==> src/sv/knn_pkg.sv <==
// knn_pkg: shared types and constants for the knn fraud score unit
// no dependencies
`timescale 1ns / 1ps

package knn_pkg;

    localparam int LANE_BITS  = 16;
    localparam int COUNT_BITS = 13;
    localparam int INDEX_BITS = 12;

    localparam logic REQ_LOAD  = 1'b0;
    localparam logic REQ_QUERY = 1'b1;

    // controller states
    typedef enum logic [2:0] {
        ST_IDLE,
        ST_SCAN,
        ST_DRAIN,
        ST_SCORE,
        ST_OUT
    } knn_state_t;

    // commands from controller to datapath
    typedef struct packed {
        logic load_query;
        logic write_ref;
        logic clear_best;
        logic scan_en;
        logic score_start;
        logic out_load;
    } knn_cmd_t;

    // status from datapath to controller
    typedef struct packed {
        logic pipe_empty;
        logic score_done;
    } knn_status_t;

endpackage

==> src/sv/knn_ctrl.sv <==
// knn_ctrl: controller state machine, sequences loads, scans and scoring
// depends on knn_pkg
`timescale 1ns / 1ps

module knn_ctrl (
    input  logic                clk,
    input  logic                rst_n,
    input  logic                req_valid,
    input  logic                req_type,
    output logic                req_ready,
    input  logic                res_ready,
    output logic                res_valid,
    input  logic                scan_last,
    input  logic                scan_none,
    input  knn_pkg::knn_status_t status,
    output knn_pkg::knn_cmd_t    cmd
);
    import knn_pkg::*;

    knn_state_t state_reg, state_next;

    // state register
    always_ff @(posedge clk or negedge rst_n)
    begin
        if (!rst_n)
        begin
            state_reg <= ST_IDLE;
        end
        else
        begin
            state_reg <= state_next;
        end
    end

    // next state and commands
    always_comb
    begin
        state_next = state_reg;
        cmd        = '0;
        req_ready  = 1'b0;
        res_valid  = 1'b0;
        case (state_reg)
            ST_IDLE:
            begin
                req_ready = 1'b1;
                if (req_valid)
                begin
                    if (req_type == REQ_QUERY)
                    begin
                        cmd.load_query = 1'b1;
                        cmd.clear_best = 1'b1;
                        state_next     = scan_none ? ST_DRAIN : ST_SCAN;
                    end
                    else
                    begin
                        cmd.write_ref = 1'b1;
                    end
                end
            end
            ST_SCAN:
            begin
                cmd.scan_en = 1'b1;
                if (scan_last)
                begin
                    state_next = ST_DRAIN;
                end
            end
            ST_DRAIN:
            begin
                if (status.pipe_empty)
                begin
                    cmd.score_start = 1'b1;
                    state_next      = ST_SCORE;
                end
            end
            ST_SCORE:
            begin
                if (status.score_done)
                begin
                    cmd.out_load = 1'b1;
                    state_next   = ST_OUT;
                end
            end
            ST_OUT:
            begin
                res_valid = 1'b1;
                if (res_ready)
                begin
                    state_next = ST_IDLE;
                end
            end
            default:
            begin
                state_next = ST_IDLE;
            end
        endcase
    end

    // a result is offered only from the output state
    a_out_state: assert property (@(posedge clk) disable iff (!rst_n)
        res_valid |-> state_reg == ST_OUT)
        else $error("result offered outside output state");
    // scoring starts only with an empty pipeline
    a_score_empty: assert property (@(posedge clk) disable iff (!rst_n)
        cmd.score_start |-> status.pipe_empty)
        else $error("score started with work in flight");
    // no request taken while a query is in progress
    a_busy: assert property (@(posedge clk) disable iff (!rst_n)
        (state_reg != ST_IDLE) |-> !req_ready)
        else $error("request accepted while busy");

endmodule

==> config.mk <==
export PLATFORM = sky130hd
export DESIGN_NAME = knn_ctrl
export DESIGN_NICKNAME = d
export VERILOG_FILES = /design/src/sv/knn_pkg.sv /design/src/sv/knn_ctrl.sv
export SDC_FILE = /design/constraint.sdc
export NUM_CORES = 1
export LEC_CHECK = 0
export ABC_CLOCK_PERIOD_IN_PS = 1100
export BUFFER_PORTS_ARGS = -buffer_cell sky130_fd_sc_hd__buf_2
export CORE_AREA = 8 8 45 47
export CTS_CLUSTER_DIAMETER = 60
export DETAILED_ROUTE_END_ITERATION = 10
export DIE_AREA = 0 0 53 55
export PLACE_DENSITY = 0.51
export SETUP_SLACK_MARGIN = 0.5
export SLEW_MARGIN = 20
export SYNTH_ARGS = -nofsm -noshare
export SYNTH_HDL_FRONTEND = slang
export SYNTH_SLANG_ARGS = --single-unit
==> constraint.sdc <==
create_clock -name clk -period 1.1 [get_ports clk]
set_input_delay 0.165 -clock clk [delete_from_list [all_inputs] [get_ports clk]]
set_output_delay 0.165 -clock clk [all_outputs]
set_load 0.01 [all_outputs]
[Yosys cells after proc, flatten, opt, wreduce, memory -nomap -nowiden]
Cells that the tools add are included.
Cells by class
  eq/ne operators: 10
  muxes and demuxes: 19
  reduce and logical (&&, ||, !) cells: 2
Operators with widths (number)
  3-bit 2-to-1 mux: 8
  3-bit case mux with 5 select lines: 1
  2-bit inequality test, second input constant: 6
  1-bit 2-to-1 mux: 9
  3-bit by 2-bit equality test with 1-bit output, second input constant: 2
  6-bit AND reduction: 1
  3-bit by 1-bit equality test with 1-bit output, second input constant: 1
  3-bit equality test, second input constant: 1
  3-bit logical NOT: 1
  2-bit 2-to-1 mux: 1
Storage, ports and cells
  register bits after elaboration: 3
  bits of input ports: 9
  output and inout bits: 8
  logic and storage cells: 32

[Longest topological paths before layout]
Gate-level depths: netlist of run 1.
  depth in word-level cells: 4
  depth in mapped cells: 4
  mapped depth without buffers: 3

[Least setup slack after synthesis of run 1]
OpenSTA, ideal clock, no wires.
  kind: reg2out
  start: register state_reg[1]
  end: output cmd[5] (netlist bit)
  arrival time: 1123 ps
  required time: 935 ps
  slack: -188 ps
  stages on the path, launching flop included: 5
  path buffers: 2
  path through: dfrtp_1 > buf_2 > nor3_2 > and3_1 > buf_4
RTL lines
  start: declaration: line knn_ctrl.sv:20  | knn_state_t state_reg, state_next;
  start signal: assignment: line knn_ctrl.sv:31  | state_reg <= state_next;
  end: declaration: line knn_ctrl.sv:16  | output knn_pkg::knn_cmd_t cmd

==> results of run 1 <==
-- cells in the mapped netlist (3+ instances only) --
master    n  area, µm²
nand2_1   6       22.5
nor2_1    5       18.8
nand2b_1  3       18.8
dfrtp_1   3       75.1
-- through the flow --
step                      setup slack, ns  area (µm²)  setup TNS [ns]  utilization  hold WS [ns]
after floorplan                   -0.0927         298         -0.0927            -        -0.131
after global placement            -0.0755         417          -0.260        0.301       -0.0357
after detailed placement          -0.0918         417          -0.317        0.301       -0.0343
after CTS                          -0.287         524           -1.92        0.379         0.112
after global routing               -0.328         552           -2.43        0.399         0.127
final                              -0.273         552           -1.83        0.399         0.121
-- logic make-up (layout without fill, tap and decap cells) --
| kind of cell | after synthesis | after routing | share of synthesized area |
|---|---|---|---|
| compound gates | 8 | 8 | 0.240 |
| flops | 3 | 3 | 0.306 |
| buf+inv | 4 | 34 | 0.0816 |
| simple gates | 18 | 18 | 0.372 |
-- layout make-up --
type	instances	area, µm²	share of cell area
Clock buffer	4	26.3	0.0476
Inverter	2	7.51	0.0136
Multi-Input combinational cell	26	206	0.374
Sequential cell	3	78.8	0.143
Tap cell	16	20.0	0.0363
Timing Repair Buffer	28	213	0.385
-- routing by layer --
metal | track usage | up-vias
met5 | 0 | -
met4 | 0.0388 | 0
met3 | 0.0321 | 0
met2 | 0.123 | 12
met1 | 0.0565 | 138
li1 | - | 171
-- power by group through the flow --
stage                     logic, mW  registers (mW)  clock network [mW]
final                          1.05           0.239               0.191
after global routing           1.12           0.246               0.214
after CTS                     0.983           0.237               0.201
after detailed placement      0.731           0.274                   0
after global placement        0.735           0.273                   0
after floorplan               0.527           0.230                   0
-- worst max-delay path, delay by kind of cell (launching register included) --
family / cells / cell delay (ns)
DFF: 1 / 0.42
buffers and inverters: 1 / 0.10
and+or+nand+nor: 2 / 0.46
-- what timing repair did --
item	4_1_cts	5_1_grt
endpoints found under the setup margin	11	11
gates resized for setup	7	5
buffers inserted	5	1
hold buffers	1	0
cloned	0	0
endpoints found under the hold margin	3	0
pin swaps	4	3
-- how the worst min path moves through the flow --
| stage | slack, ns | depth (start not counted) | to |
|---|---|---|---|
| after global placement | -0.04 | 1 | state_reg[1]$_DFFE_PN0P_ |
| after floorplan | -0.13 | 0 | state_reg[0]$_DFFE_PN0P_ |
| after CTS | 0.11 | 2 | state_reg[2]$_DFFE_PN0P_ |
| after global routing | 0.13 | 2 | state_reg[2]$_DFFE_PN0P_ |
| final | 0.12 | 2 | state_reg[2]$_DFFE_PN0P_ |
| after detailed placement | -0.03 | 1 | state_reg[1]$_DFFE_PN0P_ |
==> results.py, run 1 <==
metrics = {
    "outcome": {
        "outcome": "finished, violations left",
        "failed_checks": "setup timing",
    },
    "power": {
        "p_int_uw": 903,
        "clock_power_share": 0.130,
        "power_switching_uw": 573,
        "p_leak_nw": 0.265,
        "pwr-share-seq": 0.162,
        "ir_drop_uv": 1070,
        "pwr-share-comb": 0.708,
        "switching_share": 0.388,
        "powerDensity_mw_per_mm2": 2670,
        "power_mw": 1.48,
    },
    "final_layout": {
        "synthToLayoutAreaGrowth_pct": 125,
        "largest_reg_flops": 3,
        "drive_above_1_share": 0.762,
        "layout.nets": 73,
        "final_cell_mix": "buf_2, buf_6, buf_4",
        "nFillCells": 139,
        "layoutNonFillerInstCount": 79,
        "antenna_cells": 0,
        "mostFrequentLayoutCell": "buf_2",
    },
    "global_route": {
        "grt_usage": 0.0662,
        "grt_pass1_wl_um": 1370,
        "grt_max_degree": 7,
        "antenna_found_initial": 0,
        "globalRouteOverflowTotal": 0,
        "grt_pass1_vias": 351,
    },
    "floorplanning": {
        "io_pins": 17,
        "start_util": 0.177,
        "dieArea_mm2": 0.00292,
        "core_mm2": 0.00138,
        "rows": 14,
        "die_h_um": 55,
        "die_w_um": 53,
    },
    "detailed_routing": {
        "met3WireLength_um": 69,
        "finalWirelength_um": 893,
        "post_drt_wl_per_cell_um": 11.3,
        "route.top_layer_used": "met3",
        "wl_met2_um": 489,
        "vias": 321,
        "drtIter0Drc": 7,
        "vias_per_cell": 4.06,
        "antenna_left": 0,
        "first_pass_iters": 2,
        "wl_met1_um": 334,
        "drc": 0,
    },
    "yosys": {
        "synth.net_count": 42,
        "syn_inst": 33,
        "avgSynthCellArea_um2": 7.43,
        "yosysWarningCount": 0,
        "async_flop_share": 1.00,
        "synth_edf_count": 0,
        "yosysSeqAreaShare": 0.306,
        "yosysUniqueCellTypes": 20,
        "synth_flop_cell": "dfrtp_1",
        "syn_area_um2": 245,
        "synth.ff_latch_count": 3,
    },
    "sta": {
        "rsz0062_at_grt": "true",
        "post-route-min-period_ns": 1.37,
        "hold_viol_final": 0,
        "drv_slew": 0,
        "worstMarginPinSlew_ns": 0.198,
        "finalCritPeriodShare": 1.25,
        "clock_skew_ns": 0.000973,
        "relSlewSlack": 0.867,
        "fin_ws_ns": -0.273,
        "maxClockFrequency_ghz": 0.728,
        "setup_viol": 10,
    },
    "setup_path": {
        "rrSetupSlack_ns": -0.05,
        "start_kind": "flop",
        "rr_endpoint": "state_reg[0]$_DFFE_PN0P_",
        "endpoint": "cmd[3]",
        "slowest_stage": "dfrtp_2",
        "cp_max_fo": 3,
        "critPathRequiredTime_ns": 0.94,
        "cp-end-kind": "output port",
        "arrival_ns": 1.21,
        "startpoint": "state_reg[2]$_DFFE_PN0P_",
        "cp_cell_sequence": "nor3_4 > and3_4 > buf_6",
        "cpPeakStageDelay_ns": 0.42,
        "timing.rr.start": "state_reg[1]$_DFFE_PN0P_",
        "critPathKind": "flop to output port",
        "r2r_cells": 4,
    },
    "place": {
        "globalplace.congestion": 0.768,
        "io_buffers": 16,
        "dp_cells": 68,
        "dp_hpwl_um": 697,
    },
    "cts": {
        "numCtsBuffers": 3,
        "cts.htree.levels": 1,
        "clock_path_buffers": 2,
        "root_buffer": "clkbuf_4",
        "cts.sinks": 3,
        "clk_latency_ns": 0.23,
        "cts_tree": "yes",
        "clk_pin_slew_ns": 0.04,
    },
    "hold_path": {
        "min_from": "res_ready",
        "hp-class": "input pin to flop",
    },
    "flow_run": {
        "maxCapViolCount": 0,
    },
}
Note: power is estimated with default switching activity, not from simulation.
==> inputs of run 2 (changes only) <==
--- a/config.mk
+++ b/config.mk
@@ -5,13 +5,14 @@
 export SDC_FILE = /design/constraint.sdc
 export NUM_CORES = 1
 export LEC_CHECK = 0
+export ABC_AREA = 1
 export ABC_CLOCK_PERIOD_IN_PS = 1100
 export BUFFER_PORTS_ARGS = -buffer_cell sky130_fd_sc_hd__buf_2
 export CORE_AREA = 8 8 45 47
 export CTS_CLUSTER_DIAMETER = 60
 export DETAILED_ROUTE_END_ITERATION = 10
 export DIE_AREA = 0 0 53 55
-export PLACE_DENSITY = 0.51
+export PLACE_DENSITY = 0.55
 export SETUP_SLACK_MARGIN = 0.5
 export SLEW_MARGIN = 20
 export SYNTH_ARGS = -nofsm -noshare
==> results.py, run 2 <==
metrics = {
    "cts": {
        "cts.sinks": 3,
        "clk_pin_slew_ns": 0.04,
        "numCtsBuffers": 3,
        "clock_path_buffers": 2,
        "cts.htree.levels": 1,
        "cts_tree": "yes",
        "root_buffer": "clkbuf_4",
        "clk_latency_ns": 0.23,
    },
    "yosys": {
        "synthMuxAreaShare": 0,
        "syn_area_um2": 303,
        "synth_commonest_cells": "inv_1, nor2_1, nand2_1, nand3_1, nand2_2",
        "yosysSeqAreaShare": 0.248,
        "synth_flop_cell": "dfrtp_1",
        "synth_compound_gate_area_share": 0.0744,
        "yosysMostFrequentCell": "inv_1",
        "synth.area.top_cells": "dfrtp_1, inv_1, nand2_2",
        "netlist.area_leader.share": 0.248,
        "avgSynthCellArea_um2": 6.18,
        "synthSimpleGateAreaFrac": 0.467,
        "synth_edf_count": 0,
        "synth_top_area_cell": "dfrtp_1",
        "synth_top_family_by_area": "simple AND/OR/NAND/NOR gates",
        "syn_inst": 49,
        "yosysWarningCount": 0,
        "synth.net_count": 58,
        "synth.ff_latch_count": 3,
        "synthAdderAreaFrac": 0,
        "yosysUniqueCellTypes": 16,
        "yosys.area_share.xor_xnor": 0,
        "async_flop_share": 1.00,
    },
    "sta": {
        "maxClockFrequency_ghz": 0.730,
        "fin_ws_ns": -0.270,
        "hold_viol_final": 0,
        "setup_viol": 10,
        "drv_slew": 0,
        "post-route-min-period_ns": 1.37,
        "clock_skew_ns": 0.00288,
        "rsz0062_at_grt": "true",
        "finalCritPeriodShare": 1.25,
        "hold_slack_ns": 0.250,
        "relSlewSlack": 0.859,
        "worstMarginPinSlew_ns": 0.212,
    },
    "global_route": {
        "grt_max_degree": 8,
        "grt_usage": 0.0662,
        "grt_pass1_wl_um": 1500,
        "grt_pass1_vias": 383,
        "globalRouteOverflowTotal": 0,
        "antenna_found_initial": 0,
    },
    "power": {
        "power_mw": 2.02,
        "pwr-share-seq": 0.130,
        "pwr-share-comb": 0.777,
        "clock_power_share": 0.094,
        "powerDensity_mw_per_mm2": 2890,
        "ir_drop_uv": 1160,
        "switching_share": 0.435,
        "power_switching_uw": 876,
        "p_int_mw": 1.14,
        "p_leak_nw": 0.394,
    },
    "setup_path": {
        "startpoint": "state_reg[1]$_DFFE_PN0P_",
        "timing.rr.start": "state_reg[0]$_DFFE_PN0P_",
        "critPathRequiredTime_ns": 0.94,
        "arrival_ns": 1.20,
        "endpoint": "cmd[4]",
        "start_kind": "flop",
        "cp_max_fo": 4,
        "critPathKind": "flop to output port",
        "rr_endpoint": "state_reg[0]$_DFFE_PN0P_",
        "cp-end-kind": "output port",
        "r2r_cells": 8,
        "rrSetupSlack_ns": -0.16,
    },
    "floorplanning": {
        "start_util": 0.219,
        "die_w_um": 53,
        "die_h_um": 55,
        "core_mm2": 0.00138,
        "rows": 14,
        "io_pins": 17,
        "dieArea_mm2": 0.00292,
    },
    "final_layout": {
        "final_cell_mix": "buf_4, buf_2, inv_2",
        "layoutNonFillerInstCount": 105,
        "nFillCells": 144,
        "synthToLayoutAreaGrowth_pct": 130,
        "largest_reg_flops": 3,
        "stdcell_area_um2": 697,
        "drive_above_1_share": 0.775,
        "mostFrequentLayoutCell": "buf_4",
        "layout.nets": 99,
        "antenna_cells": 0,
    },
    "detailed_routing": {
        "drc": 0,
        "first_pass_iters": 3,
        "finalWirelength_um": 1220,
        "post_drt_wl_per_cell_um": 11.6,
        "vias_per_cell": 4.36,
        "drtIter0Drc": 2,
        "antenna_left": 0,
        "vias": 458,
    },
    "hold_path": {
        "min_from": "res_ready",
        "hp-class": "input pin to flop",
    },
    "place": {
        "postPlaceCellArea_um2": 450,
        "io_buffers": 16,
        "dp_hpwl_um": 757,
        "globalplace.congestion": 0.727,
        "dp_cells": 84,
        "place_ws_ns": -0.0623,
    },
    "flow_run": {
        "maxCapViolCount": 0,
    },
    "outcome": {
        "outcome": "finished, violations left",
        "failed_checks": "setup timing",
    },
}
## run 2: cell types whose count changed after synthesis, moves of 2 or more
cell,change
inv_1,+10
nand3_1,+5
nand2_2,+4
nand2b_1,-3
nor3_1,+3
nor2_2,+2
o21ai_1,+2
## run 2: power groups by stage
| stage | sequential, mW | clock (mW) | combinational [mW] |
|---|---|---|---|
| floorplan | 0.218 | 0 | 0.583 |
| global placement | 0.251 | 0 | 0.819 |
| detailed placement | 0.252 | 0 | 0.829 |
| CTS | 0.252 | 0.199 | 1.16 |
| global route | 0.269 | 0.207 | 1.68 |
| finish | 0.262 | 0.189 | 1.56 |
## run 2: layer usage
layer  part of all wire  up-vias  global-route usage
met3              0.071        0              0.0134
li1                   -      233                   -
met2               0.55       12               0.119
met5                  0        -                   0
met1               0.37      213              0.0748
met4                  0        0              0.0259
## run 2: kinds of logic after synthesis
group,Yosys count
flip-flops,3
AND/OR/NAND/NOR,28
buffers and inverters,14
AO/OA/AOI/OAI,4
## run 2: layout make-up
type	instances	area [µm²]	area share
well taps	16	20.0	0.0287
clock buffers	4	26.3	0.0377
multi-input cells	32	259	0.372
repair buffers	38	269	0.386
flip-flops and latches	3	77.6	0.111
inverters	12	45.0	0.0646
## run 2: what timing repair did
action / CTS / global route
endpoints found under the setup margin: 11 / 11
buffers inserted: 8 / 8
hold buffers: 1 / 0
endpoints found under the hold margin: 3 / 0
resized for setup: 10 / 17
pin swaps: 5 / 13
## run 2: worst min path at each step
stage,to,depth (start not counted),slack [ns]
3_3_place_gp,state_reg[0]$_DFFE_PN0P_,1,-0.04
4_1_cts,state_reg[2]$_DFFE_PN0P_,4,0.23
2_1_floorplan,state_reg[0]$_DFFE_PN0P_,0,-0.13
5_1_grt,state_reg[2]$_DFFE_PN0P_,4,0.26
6_report,state_reg[2]$_DFFE_PN0P_,4,0.25
3_5_place_dp,state_reg[0]$_DFFE_PN0P_,1,-0.04
## run 2: worst max-delay path, cell delays in order (launching register included)
cell and delay, ns:
dfrtp_1 0.41, inv_2 0.11, nand2_4 0.08, nor2_4 0.10, nand2_2 0.05, nor2_2 0.09, buf_2 0.13
## run 2: per-stage QoR
stage / TNS [ns] / util
floorplan: 0 / -
global placement: -0.214 / 0.325
CTS: -1.99 / 0.419
global route: -2.94 / 0.504
finish: -2.30 / 0.504
detailed placement: -0.332 / 0.325
